<file path="config.mk">
export PLATFORM = sky130hd
export DESIGN_NAME = stepper_index_calibrator
export DESIGN_NICKNAME = d
export VERILOG_FILES = /design/src/rtl/core/sic_pkg.sv /design/src/rtl/core/sic_cal_div.sv /design/src/rtl/core/stepper_index_calibrator.sv
export SDC_FILE = /design/constraint.sdc
export NUM_CORES = 1
export LEC_CHECK = 0
export BUFFER_PORTS_ARGS = -buffer_cell sky130_fd_sc_hd__buf_4
export CELL_PAD_IN_SITES_DETAIL_PLACEMENT = 1
export CELL_PAD_IN_SITES_GLOBAL_PLACEMENT = 1
export CORE_MARGIN = 2
export CORE_UTILIZATION = 30
export CTS_BUF_LIST = sky130_fd_sc_hd__clkbuf_4 sky130_fd_sc_hd__clkbuf_8
export DETAILED_ROUTE_END_ITERATION = 12
export GPL_ROUTABILITY_DRIVEN = 0
export PLACE_DENSITY = 0.61
export SLEW_MARGIN = 20
export SYNTH_ARGS = -nofsm -noshare
export SYNTH_HDL_FRONTEND = slang
export SYNTH_SLANG_ARGS = --single-unit
</file>
<file path="constraint.sdc">
create_clock -name clk -period 11.1 [get_ports clk]
set_input_delay 1.11 -clock clk [delete_from_list [all_inputs] [get_ports clk]]
set_output_delay 1.11 -clock clk [all_outputs]
set_load 0.02 [all_outputs]
</file>
<file path="src/rtl/core/sic_pkg.sv">
package sic_pkg;

  // revolutions measured by one calibration
  localparam int SPINS = 3;
  localparam int PHASES = 8;

  localparam int PHASE_W = $clog2(PHASES);

  localparam logic [15:0] MAX16 = 16'hFFFF;
  localparam logic [17:0] MAX18 = 18'h3FFFF;
  localparam logic [23:0] MAX24 = 24'hFFFFFF;

  // reciprocal of SPINS for the end-of-calibration divide
  localparam int RECIP_SHIFT = 21;
  localparam int RECIP_W = 22;
  localparam logic [RECIP_W-1:0] RECIP =
    RECIP_W'((2 ** RECIP_SHIFT + SPINS - 1) / SPINS);

  typedef enum logic [1:0] {
    KIND_TICK  = 2'd0,
    KIND_CAL   = 2'd1,
    KIND_RUN   = 2'd2,
    KIND_ALIGN = 2'd3
  } kind_t;

  // half-step coil pattern, bit0 = coil A
  function automatic logic [3:0] coil_lookup(input logic [PHASE_W-1:0] ph);
    logic [3:0] c;
    case (ph)
      3'd0: c = 4'h1;
      3'd1: c = 4'h3;
      3'd2: c = 4'h2;
      3'd3: c = 4'h6;
      3'd4: c = 4'h4;
      3'd5: c = 4'hC;
      3'd6: c = 4'h8;
      3'd7: c = 4'h9;
      default: c = 4'h0;
    endcase
    return c;
  endfunction

endpackage

</file>
<file path="src/rtl/core/sic_cal_div.sv">
module sic_cal_div (
  input  logic [17:0] sum_steps,
  input  logic [17:0] sum_low_steps,
  output logic [15:0] rev_steps,
  output logic [15:0] align_steps
);

  localparam int PROD_W = 18 + sic_pkg::RECIP_W;
  localparam int QUO_W = PROD_W - sic_pkg::RECIP_SHIFT;

  logic [PROD_W-1:0] rev_prod;
  logic [PROD_W-1:0] low_prod;
  logic [QUO_W-1:0]  rev_quo;
  logic [QUO_W-1:0]  low_quo;
  logic [QUO_W-1:0]  align_quo;

  // divide by SPINS through the reciprocal; halve the low count afterwards
  assign rev_prod = PROD_W'(sum_steps) * PROD_W'(sic_pkg::RECIP);
  assign low_prod = PROD_W'(sum_low_steps) * PROD_W'(sic_pkg::RECIP);
  assign rev_quo = rev_prod[PROD_W-1:sic_pkg::RECIP_SHIFT];
  assign low_quo = low_prod[PROD_W-1:sic_pkg::RECIP_SHIFT];
  assign align_quo = low_quo >> 1;

  assign rev_steps = (rev_quo > QUO_W'(sic_pkg::MAX16)) ? sic_pkg::MAX16 : rev_quo[15:0];
  assign align_steps = (align_quo > QUO_W'(sic_pkg::MAX16)) ? sic_pkg::MAX16
                                                            : align_quo[15:0];

endmodule

</file>
<file path="src/rtl/core/stepper_index_calibrator.sv">
// channel | direction | handshake          | payload
// in_     | input     | in_valid/in_stall   | kind, opto_level, count
// out_    | output    | out_valid/out_stall | coils, stepped, busy_res, job_done, rejected,
//         |           |                     | rev_steps, align_steps
//
// One word is accepted per cycle while in_stall is low; its result is presented on the next cycle.
// The job state updates at the accepting edge, so back-to-back words chain.
// in_stall is raised only while a result is held and out_stall is high.
// Reset is synchronous, active low, and returns the job engine to idle.
module stepper_index_calibrator (
  input  logic        clk,
  input  logic        rst_n,
  input  logic        in_valid,
  output logic        in_stall,
  input  logic [1:0]  in_kind,
  input  logic        in_opto_level,
  input  logic [15:0] in_count,
  output logic        out_valid,
  input  logic        out_stall,
  output logic [3:0]  out_coils,
  output logic        out_stepped,
  output logic        out_busy_res,
  output logic        out_job_done,
  output logic        out_rejected,
  output logic [15:0] out_rev_steps,
  output logic [15:0] out_align_steps
);

  typedef enum logic [2:0] {
    MODE_IDLE    = 3'd0,
    MODE_SEEK    = 3'd1,
    MODE_MEASURE = 3'd2,
    MODE_RUN     = 3'd3,
    MODE_ALIGN   = 3'd4
  } mode_t;

  localparam int PW = sic_pkg::PHASE_W;

  mode_t         mode_r, mode_nxt;
  logic [PW-1:0] phase_r, phase_nxt;
  logic [3:0]    coil_r, coil_nxt;
  logic          prev_opto_r, prev_opto_nxt;
  logic [1:0]    spin_idx_r, spin_idx_nxt;
  logic [15:0]   spin_steps_r, spin_steps_nxt;
  logic [15:0]   spin_low_r, spin_low_nxt;
  logic [17:0]   sum_steps_r, sum_steps_nxt;
  logic [17:0]   sum_low_r, sum_low_nxt;
  logic [23:0]   steps_left_r, steps_left_nxt;
  logic [15:0]   rev_r, rev_nxt;
  logic [15:0]   align_r, align_nxt;

  logic          out_valid_r;
  logic [3:0]    out_coils_r;
  logic          out_stepped_r, out_busy_r, out_done_r, out_rej_r;
  logic [15:0]   out_rev_r, out_align_r;

  logic          accept;
  logic          falling;
  logic          stepped, done, rejected;
  logic [28:0]   run_total;
  logic [23:0]   job_total;
  logic [15:0]   spin_steps_inc, spin_low_inc;
  logic [18:0]   sum_steps_add, sum_low_add;
  logic [17:0]   sum_steps_sat, sum_low_sat;
  logic [15:0]   div_rev, div_align;
  sic_pkg::kind_t kind;

  assign kind = sic_pkg::kind_t'(in_kind);
  assign in_stall = out_valid_r & out_stall;
  assign accept = in_valid & ~in_stall;
  assign falling = prev_opto_r & ~in_opto_level;

  assign run_total = 29'(rev_r[15:3]) * 29'(in_count);

  // per-turn counts including this step, then the running sums
  assign spin_steps_inc = (spin_steps_r != sic_pkg::MAX16) ? spin_steps_r + 16'd1
                                                          : spin_steps_r;
  assign spin_low_inc = (!in_opto_level && spin_low_r != sic_pkg::MAX16) ? spin_low_r + 16'd1
                                                                        : spin_low_r;
  assign sum_steps_add = 19'(sum_steps_r) + 19'(spin_steps_inc);
  assign sum_low_add = 19'(sum_low_r) + 19'(spin_low_inc);
  assign sum_steps_sat = (sum_steps_add > 19'(sic_pkg::MAX18)) ? sic_pkg::MAX18
                                                               : sum_steps_add[17:0];
  assign sum_low_sat = (sum_low_add > 19'(sic_pkg::MAX18)) ? sic_pkg::MAX18
                                                           : sum_low_add[17:0];

  sic_cal_div u_div (
    .sum_steps     (sum_steps_sat),
    .sum_low_steps (sum_low_sat),
    .rev_steps     (div_rev),
    .align_steps   (div_align)
  );

  always_comb begin
    mode_nxt       = mode_r;
    phase_nxt      = phase_r;
    coil_nxt       = coil_r;
    prev_opto_nxt  = prev_opto_r;
    spin_idx_nxt   = spin_idx_r;
    spin_steps_nxt = spin_steps_r;
    spin_low_nxt   = spin_low_r;
    sum_steps_nxt  = sum_steps_r;
    sum_low_nxt    = sum_low_r;
    steps_left_nxt = steps_left_r;
    rev_nxt        = rev_r;
    align_nxt      = align_r;
    stepped        = 1'b0;
    done           = 1'b0;
    rejected       = 1'b0;
    job_total      = 24'(in_count);

    if (kind == sic_pkg::KIND_RUN) begin
      job_total = (run_total > 29'(sic_pkg::MAX24)) ? sic_pkg::MAX24 : run_total[23:0];
    end

    if (kind != sic_pkg::KIND_TICK) begin
      if (mode_r != MODE_IDLE) begin
        rejected = 1'b1;
      end else if (kind == sic_pkg::KIND_CAL) begin
        mode_nxt       = MODE_SEEK;
        prev_opto_nxt  = in_opto_level;
        spin_idx_nxt   = 2'd0;
        spin_steps_nxt = 16'd0;
        spin_low_nxt   = 16'd0;
        sum_steps_nxt  = 18'd0;
        sum_low_nxt    = 18'd0;
      end else begin
        steps_left_nxt = job_total;
        if (job_total == 24'd0) begin
          done = 1'b1;
        end else begin
          mode_nxt = (kind == sic_pkg::KIND_RUN) ? MODE_RUN : MODE_ALIGN;
        end
      end
    end else if (mode_r != MODE_IDLE) begin
      coil_nxt  = sic_pkg::coil_lookup(phase_r);
      phase_nxt = phase_r + PW'(1);
      stepped   = 1'b1;
      case (mode_r)
        MODE_SEEK: begin
          if (falling) begin
            mode_nxt       = MODE_MEASURE;
            spin_idx_nxt   = 2'd0;
            spin_steps_nxt = 16'd0;
            spin_low_nxt   = 16'd0;
          end
          prev_opto_nxt = in_opto_level;
        end
        MODE_MEASURE: begin
          spin_steps_nxt = spin_steps_inc;
          spin_low_nxt   = spin_low_inc;
          if (falling) begin
            sum_steps_nxt  = sum_steps_sat;
            sum_low_nxt    = sum_low_sat;
            spin_steps_nxt = 16'd0;
            spin_low_nxt   = 16'd0;
            if (32'(spin_idx_r) + 32'd1 >= 32'(sic_pkg::SPINS)) begin
              rev_nxt      = div_rev;
              align_nxt    = div_align;
              spin_idx_nxt = 2'd0;
              mode_nxt     = MODE_IDLE;
              done         = 1'b1;
            end else begin
              spin_idx_nxt = spin_idx_r + 2'd1;
            end
          end
          prev_opto_nxt = in_opto_level;
        end
        MODE_RUN, MODE_ALIGN: begin
          if (steps_left_r != 24'd0) begin
            steps_left_nxt = steps_left_r - 24'd1;
          end
          if (steps_left_r <= 24'd1) begin
            mode_nxt = MODE_IDLE;
            done     = 1'b1;
          end
        end
        default: begin
          mode_nxt = MODE_IDLE;
        end
      endcase
    end
  end

  always_ff @(posedge clk) begin
    if (!rst_n) begin
      mode_r       <= MODE_IDLE;
      phase_r      <= '0;
      coil_r       <= 4'd0;
      prev_opto_r  <= 1'b0;
      spin_idx_r   <= 2'd0;
      spin_steps_r <= 16'd0;
      spin_low_r   <= 16'd0;
      sum_steps_r  <= 18'd0;
      sum_low_r    <= 18'd0;
      steps_left_r <= 24'd0;
      rev_r        <= 16'd0;
      align_r      <= 16'd0;
      out_valid_r  <= 1'b0;
    end else begin
      if (accept) begin
        mode_r       <= mode_nxt;
        phase_r      <= phase_nxt;
        coil_r       <= coil_nxt;
        prev_opto_r  <= prev_opto_nxt;
        spin_idx_r   <= spin_idx_nxt;
        spin_steps_r <= spin_steps_nxt;
        spin_low_r   <= spin_low_nxt;
        sum_steps_r  <= sum_steps_nxt;
        sum_low_r    <= sum_low_nxt;
        steps_left_r <= steps_left_nxt;
        rev_r        <= rev_nxt;
        align_r      <= align_nxt;
        out_valid_r  <= 1'b1;
      end else if (!out_stall) begin
        out_valid_r <= 1'b0;
      end
    end
  end

  // result word holds while stalled; load only on accept
  always_ff @(posedge clk) begin
    if (accept) begin
      out_coils_r   <= coil_nxt;
      out_stepped_r <= stepped;
      out_busy_r    <= (mode_nxt != MODE_IDLE);
      out_done_r    <= done;
      out_rej_r     <= rejected;
      out_rev_r     <= rev_nxt;
      out_align_r   <= align_nxt;
    end
  end

  assign out_valid       = out_valid_r;
  assign out_coils       = out_coils_r;
  assign out_stepped     = out_stepped_r;
  assign out_busy_res    = out_busy_r;
  assign out_job_done    = out_done_r;
  assign out_rejected    = out_rej_r;
  assign out_rev_steps   = out_rev_r;
  assign out_align_steps = out_align_r;

  a_step_ends_or_busy: assert property (@(posedge clk) disable iff (!rst_n)
    (out_valid && out_stepped && !out_busy_res) |-> out_job_done)
    else $error("step reported with job neither busy nor done");

  a_reject_clean: assert property (@(posedge clk) disable iff (!rst_n)
    (out_valid && out_rejected) |-> (!out_stepped && !out_job_done && out_busy_res))
    else $error("rejected command changed job progress");

  a_tick_steps: assert property (@(posedge clk) disable iff (!rst_n)
    (accept && kind == sic_pkg::KIND_TICK && mode_r != MODE_IDLE)
      |=> (out_valid && out_stepped))
    else $error("tick on busy job did not step");

endmodule

</file>
# Yosys cells after proc, flatten, opt, wreduce, memory -nomap -nowiden
# Memories as Yosys holds them, arrays and structs flattened. A register that Yosys moved wholly into a read port is not among the register bits.
# Cells that the tools add are included.
[classes] bitwise=6 order_cmp=7 add_sub_neg=8 reduce_logical=23 n_mul=3 muxes=85 n_eq_ne=13
[ops] cell="16-bit two-way mux" count=23
[ops] cell="18-bit two-way mux" count=12
[ops] cell="24-bit two-way mux" count=8
[ops] cell="18-bit by 20-bit multiplier with 38-bit output, second input constant" count=2
[ops] cell="16-bit one-hot mux with 2 select lines" count=2
[ops] cell="18-bit by 16-bit adder with 19-bit output" count=2
[ops] cell="19-bit by 18-bit greater-than comparator with 1-bit output, second input constant" count=2
[ops] cell="3-bit two-way mux" count=12
[ops] cell="16-bit by 1-bit adder with 16-bit output, second input constant" count=2
[ops] cell="16-bit != test, second input constant" count=2
[ops] cell="29-bit by 24-bit greater-than comparator with 1-bit output, second input constant" count=1
[ops] cell="13-bit by 16-bit multiplier with 29-bit output" count=1
[ops] cell="24-bit by 1-bit <= comparator with 1-bit output, second input constant" count=1
[ops] cell="24-bit logical NOT" count=1
[ops] cell="24-bit nonzero test" count=1
[ops] cell="24-bit by 1-bit subtractor with 24-bit output, second input constant" count=1
[ops] cell="6-bit AND reduction" count=3
[ops] cell="17-bit by 16-bit greater-than comparator with 1-bit output, second input constant" count=1
[ops] cell="16-bit greater-than comparator, second input constant" count=1
[ops] cell="1-bit two-way mux" count=16
[ops] cell="2-bit nonzero test" count=8
[ops] cell="2-bit two-way mux" count=7
[ops] cell="3-bit one-hot mux with 3 select lines" count=1
[ops] cell="3-bit nonzero test" count=3
[ops] cell="23 further kinds" count=32
[word_totals] in_bits=23 rom_bits=32 regBits=178 memories=1
[memory_table] name="(name not given)" depth=8 width=4 rd=1 rd_ports_with_merged_regs=1 wr=0 line="sic_pkg.sv:29" text="case (ph)"

# Depth between registers and ports, before layout
[depth] word_depth=14 mapped_depth=44 ltp_nobuf=42

# By module
# Synthesis repeated with hierarchy kept, for this count alone.
[unflattened] hier_cells=2996 area_unflattened_um2=26653.1
[modules_own_cells] module="stepper_index_calibrator" n_inst=1 area_each_um2=17066.4 seq_area_each_um2=4043.9 cells_per_inst=2006
[modules_own_cells] module="sic_cal_div" n_inst=1 area_each_um2=9586.7 seq_area_each_um2=0.0 cells_per_inst=990

# Worst setup path after synthesis
# No wires, ideal clock.
[synth_timing] kind="register -> register" from="register spin_steps_r[5]" to="register out_rev_r[11] (netlist: out_rev_steps[11]) (data pin)" arrival_time_ns=9.689 slack_ns=1.140 path_stages_with_launch=41 cell_sequence="dfxtp_1 > nand2_1 > or4_1 > nor3_2 > nand3_2 > and4_1 > nand3_1 > nor2_1 > xor2_1 > ha_1 > or4_1 > a21oi_1 > o211ai_1 > a21o_1 > a21oi_1 > nor3b_1 > clkbuf_1 > nor2_1 > [5 not listed] > fa_1 > inv_1 > fa_1 > inv_1 > fa_1 > fa_1 > ha_1 > a211oi_1 > o31ai_1 > o2111ai_1 > a31oi_1 > o22ai_1 > nor2_1 > a211oi_2 > xnor2_2 > buf_2 > nor2_1 > a21oi_1"
[synth_via] elab_chain_len=13 word_cells_on_any_way=14
[synth_rtl] item="start: declaration" line="stepper_index_calibrator.sv:44" text="logic [15:0] spin_steps_r, spin_steps_nxt;"
[synth_rtl] item="start signal: assignment" line="stepper_index_calibrator.sv:207" text="spin_steps_r <= spin_steps_nxt;"
[synth_rtl] item="16-bit by 1-bit adder with 16-bit output / 16-bit != test (equally long branches)" line="stepper_index_calibrator.sv:76" text="assign spin_steps_inc = (spin_steps_r != sic_pkg::MAX16) ? spin_steps_r + 16'd1"
[synth_rtl] item="16-bit two-way mux *" line="stepper_index_calibrator.sv:76"
[synth_rtl] item="18-bit by 16-bit adder with 19-bit output *" line="stepper_index_calibrator.sv:80" text="assign sum_steps_add = 19'(sum_steps_r) + 19'(spin_steps_inc);"
[synth_rtl] item="19-bit by 18-bit greater-than comparator with 1-bit output" line="stepper_index_calibrator.sv:82" text="assign sum_steps_sat = (sum_steps_add > 19'(sic_pkg::MAX18)) ? sic_pkg::MAX18"
[synth_rtl] item="18-bit two-way mux *" line="stepper_index_calibrator.sv:82"
[synth_rtl] item="18-bit by 20-bit multiplier with 38-bit output *" line="sic_cal_div.sv:18" text="assign rev_prod = PROD_W'(sum_steps) * PROD_W'(sic_pkg::RECIP);"
[synth_rtl] item="17-bit by 16-bit greater-than comparator with 1-bit output" line="sic_cal_div.sv:24" text="assign rev_steps = (rev_quo > QUO_W'(sic_pkg::MAX16)) ? sic_pkg::MAX16 : rev_quo[15:0];"
[synth_rtl] item="16-bit two-way mux *" line="sic_cal_div.sv:24"
[synth_rtl] item="16-bit two-way mux *" line="stepper_index_calibrator.sv:157" text="if (32'(spin_idx_r) + 32'd1 >= 32'(sic_pkg::SPINS)) begin"
[synth_rtl] item="16-bit two-way mux *" line="stepper_index_calibrator.sv:152" text="if (falling) begin"
[synth_rtl] item="16-bit two-way mux *" line="stepper_index_calibrator.sv:139" text="case (mode_r)"
[synth_rtl] item="16-bit two-way mux *" line="stepper_index_calibrator.sv:135" text="end else if (mode_r != MODE_IDLE) begin"
[synth_rtl] item="16-bit two-way mux *" line="stepper_index_calibrator.sv:116" text="if (kind != sic_pkg::KIND_TICK) begin"
[synth_rtl] item="via rev_nxt[11]" line="stepper_index_calibrator.sv:49" text="logic [15:0] rev_r, rev_nxt;"
[synth_rtl] item="end signal: assignment" line="stepper_index_calibrator.sv:229" text="out_rev_r <= rev_nxt;"
[synth_rtl] item="end: declaration" line="stepper_index_calibrator.sv:55" text="logic [15:0] out_rev_r, out_align_r;"
# Mark *: on every way through the listed nets, which the timed path passes. The rest lies on a longest branch.
# A chain may end at the register's enable or synchronous reset.

# Worst setup path in the final report
[layout_timing] from="register spin_steps_r[6]" to="register out_rev_r[14] (netlist: out_rev_steps[14]) (data pin)"
# The elaborated chain is that of the path after synthesis.

==> out/qor.csv <==
metric;value;unit
outcome;finished, final reports clean;
synth_top_area_share;26.7;%
yosys.area_share.simple;14.6;%
synth-seq-cells;182;
portBuffers;64;
ant_nets;0;
fin_crit;10.38;ns
crit_top_cell;fa_1;
drc;0;
coreArea;86800;µm²
netlist.top_cell.by_area;fa_1;
synth_area;26300;µm²
syn_avg_cell_area;8.76;µm²
register_area;4050;µm²
grt_pass1_wl;119000;µm
die_x;300;µm
die_area;90000;µm²
drv_cap;0;
insertion_delay;0.57;ns
relSlewSlack;31.8;%
arrival;10.71;ns
grt_pass1_vias;22000;
initial_core_util;30.3;%
synth_ff_type;dfxtp_1;
overflow;0;
cts-htree-levels;4;
fmax;96.4;MHz
power.density;50.0;nW/µm²
hold_path_class;reg -> reg;
reg2reg_depth;42;
ys_async_sr_fraction;0;%
worst_slew_pin_slew;1.01;ns
wl_per_cell;17.1;µm
synthAdderAreaFrac;43.6;%
rr_endpoint;out_rev_steps[14]$_DFFE_PP_;
maxSlewViolCount;0;
min_period_over_period;93.5;%
first_pass_iters;5;
p_comb_share;15.3;%
cp.required;11.43;ns
area_growth;8.69;%
critPathKind;reg -> reg;
synth_cell_type_count;82;
routed_wl;71300;µm
grt_max_degree;66;
placementRows;108;
final-hold-violation-count;0;
power_frac_seq;49.6;%
vias;20400;
die_y;300;µm
fin_ws;0.722;ns
max-vdd-ir-drop;90.3;µV
crit_start;spin_steps_r[6]$_SDFFE_PN0P_;
synth_edf_count;40;
fin_cells;4179;
synth_nets;3727;
multi_input_area;19900;µm²
synthMuxAreaShare;0.371;%
pwr-share-clk;35.1;%
internal_power;938;µW
start_kind;flip-flop;
track_usage;16.5;%
cts_tree;built;
nNetsFinal;3738;
synth_cells;2999;
synth_area_leaders;fa_1, ha_1, dfxtp_1;
reg2reg_from;spin_steps_r[6]$_SDFFE_PN0P_;
synth_common_cells;inv_1, ha_1, fa_1;
dpl_worst_slack;0.0976;ns
swShare;34.4;%
end_kind;flip-flop;
io_pins;65;
ys_seq_area_share;15.4;%
setup_violations;0;
vias_per_cell;4.88;
drtIter0Drc;910;
critPathCapture;out_rev_steps[14]$_DFFE_PP_;
clk_pin_slew;0.12;ns
finalPower;1430;µW
whs;0.460;ns
cp_num_buf_inv;9;
antenna_found_initial;4;
crit_family;adder cells;
path_depth;42;
leakage;0.0145;µW
yosys_warnings;0;
switching_power;491;µW
drive_gt1_share;6.19;%
setup-tns-final;0;ns
rrSetupSlack;0.72;ns
n_fill_cell;10300;
synth_compound_area_share;13.4;%
numCtsBuffers;17;
hpwl;57900;µm
critical-path-max-stage-delay;0.65;ns
synth-xor-area-share;3.53;%
cts_root_buf;clkbuf_8;
path_max_fanout;8;
synth_most_common_cell;inv_1;
cts_buffer_depth;2;
synth_top_family_by_area;adder cells;
slowest_stage;fa_1;
cts.sinks;182;
finClkSkew;0.0289;ns
place_inst;4144;
logic make-up (layout without fill, tap and decap cells):
kind of cell             count (synthesis)  in the layout
flip-flops                             182            182
AO/OA/AOI/OAI                          542            542
AND/OR/NAND/NOR                        822            822
other                                    0              1
multiplexers                             9              9
buffers and inverters                  634            658
XOR/XNOR                               105            105
adder cells (fa/ha/maj)                705            705
state kept, by name, indices dropped and copies added (netlist names), 3 cells and up, named ones only:
name,flops
coil_r,4
spin_low_r,16
spin_steps_r,16
sum_low_r,18
out_coils,4
sum_steps_r,18
rev_r,16
out_rev_steps,16
align_r,16
phase_r,3
steps_left_r,24
out_align_steps,16
mode_r,3
final cells by class:
cell class / instances / area share [%]
antenna: 1 / 0.00876
clock buffer: 17 / 0.819
clock inverter: 15 / 0.697
inverter: 520 / 6.83
multi-input combinational: 2183 / 69.6
sequential: 182 / 14.2
tap: 1155 / 5.06
timing repair buffer: 106 / 2.84
tightest hold or removal path, delay by kind of cell, from the launching register on:
| family | cells | cell delay [ns] |
|---|---|---|
| DFF | 1 | 0.33 |
| AOI/OAI and AO/OA | 1 | 0.05 |
| and+or+nand+nor | 1 | 0.05 |
layer usage:
metal	part of all wire [%]	GRT usage (%)	up-vias
met5	0	0	-
met4	1.1	3.15	0
met3	1.8	1.51	37
met2	47	27.6	163
met1	50	23.3	10300
li1	-	-	9900
worst min path at each step:
| stage | cells past startpoint | end | from |
|---|---|---|---|
| floorplan | 2 | coil_r[0]$_SDFFE_PN0P_ | flip-flop |
| detailed placement | 2 | coil_r[1]$_SDFFE_PN0P_ | flip-flop |
| finish | 2 | coil_r[1]$_SDFFE_PN0P_ | flip-flop |
| CTS | 2 | coil_r[1]$_SDFFE_PN0P_ | flip-flop |
| global placement | 2 | coil_r[1]$_SDFFE_PN0P_ | flip-flop |
| global route | 2 | coil_r[2]$_SDFFE_PN0P_ | flip-flop |
per-stage QoR:
stage               util (%)  instance area, µm²
floorplan                  -               26300
global placement        32.3               28000
detailed placement      32.4               28100
CTS                     32.9               28500
global route            32.9               28600
finish                  32.9               28600
cells in the final DEF (no fill, tap or decap), drive strengths merged, types with 20 or more instances in the layout:
master	Yosys	routed
a211oi	20	20
a22o	24	24
nand4	25	25
a22oi	21	21
nor2	168	168
o21ai	140	140
ha	355	355
a21o	32	32
fa	350	350
xnor2	64	64
edfxtp	40	40
nor3	54	54
dfxtp	142	142
buf	21	106
nand2	338	338
a21oi	152	152
nand3	48	48
o21a	27	27
nand2b	24	24
and2	79	79
xor2	41	41
inv	519	528
timing repair:
| action | CTS | global route |
|---|---|---|
| endpoints found under the setup margin | 0 | 34 |
| setup buffers | 0 | 2 |
| hold buffers | 0 | 0 |
| gates resized for setup | 0 | 12 |
| hold endpoints to repair | 0 | 0 |
power groups by stage:
| stage | Combinational (µW) | Clock, µW | Sequential, µW |
|---|---|---|---|
| detailed placement | 219 | 0 | 723 |
| finish | 219 | 502 | 708 |
| global placement | 218 | 0 | 724 |
| floorplan | 134 | 0 | 725 |
| CTS | 220 | 525 | 708 |
| global route | 244 | 546 | 711 |
Note: power is estimated with default switching activity, not from simulation.
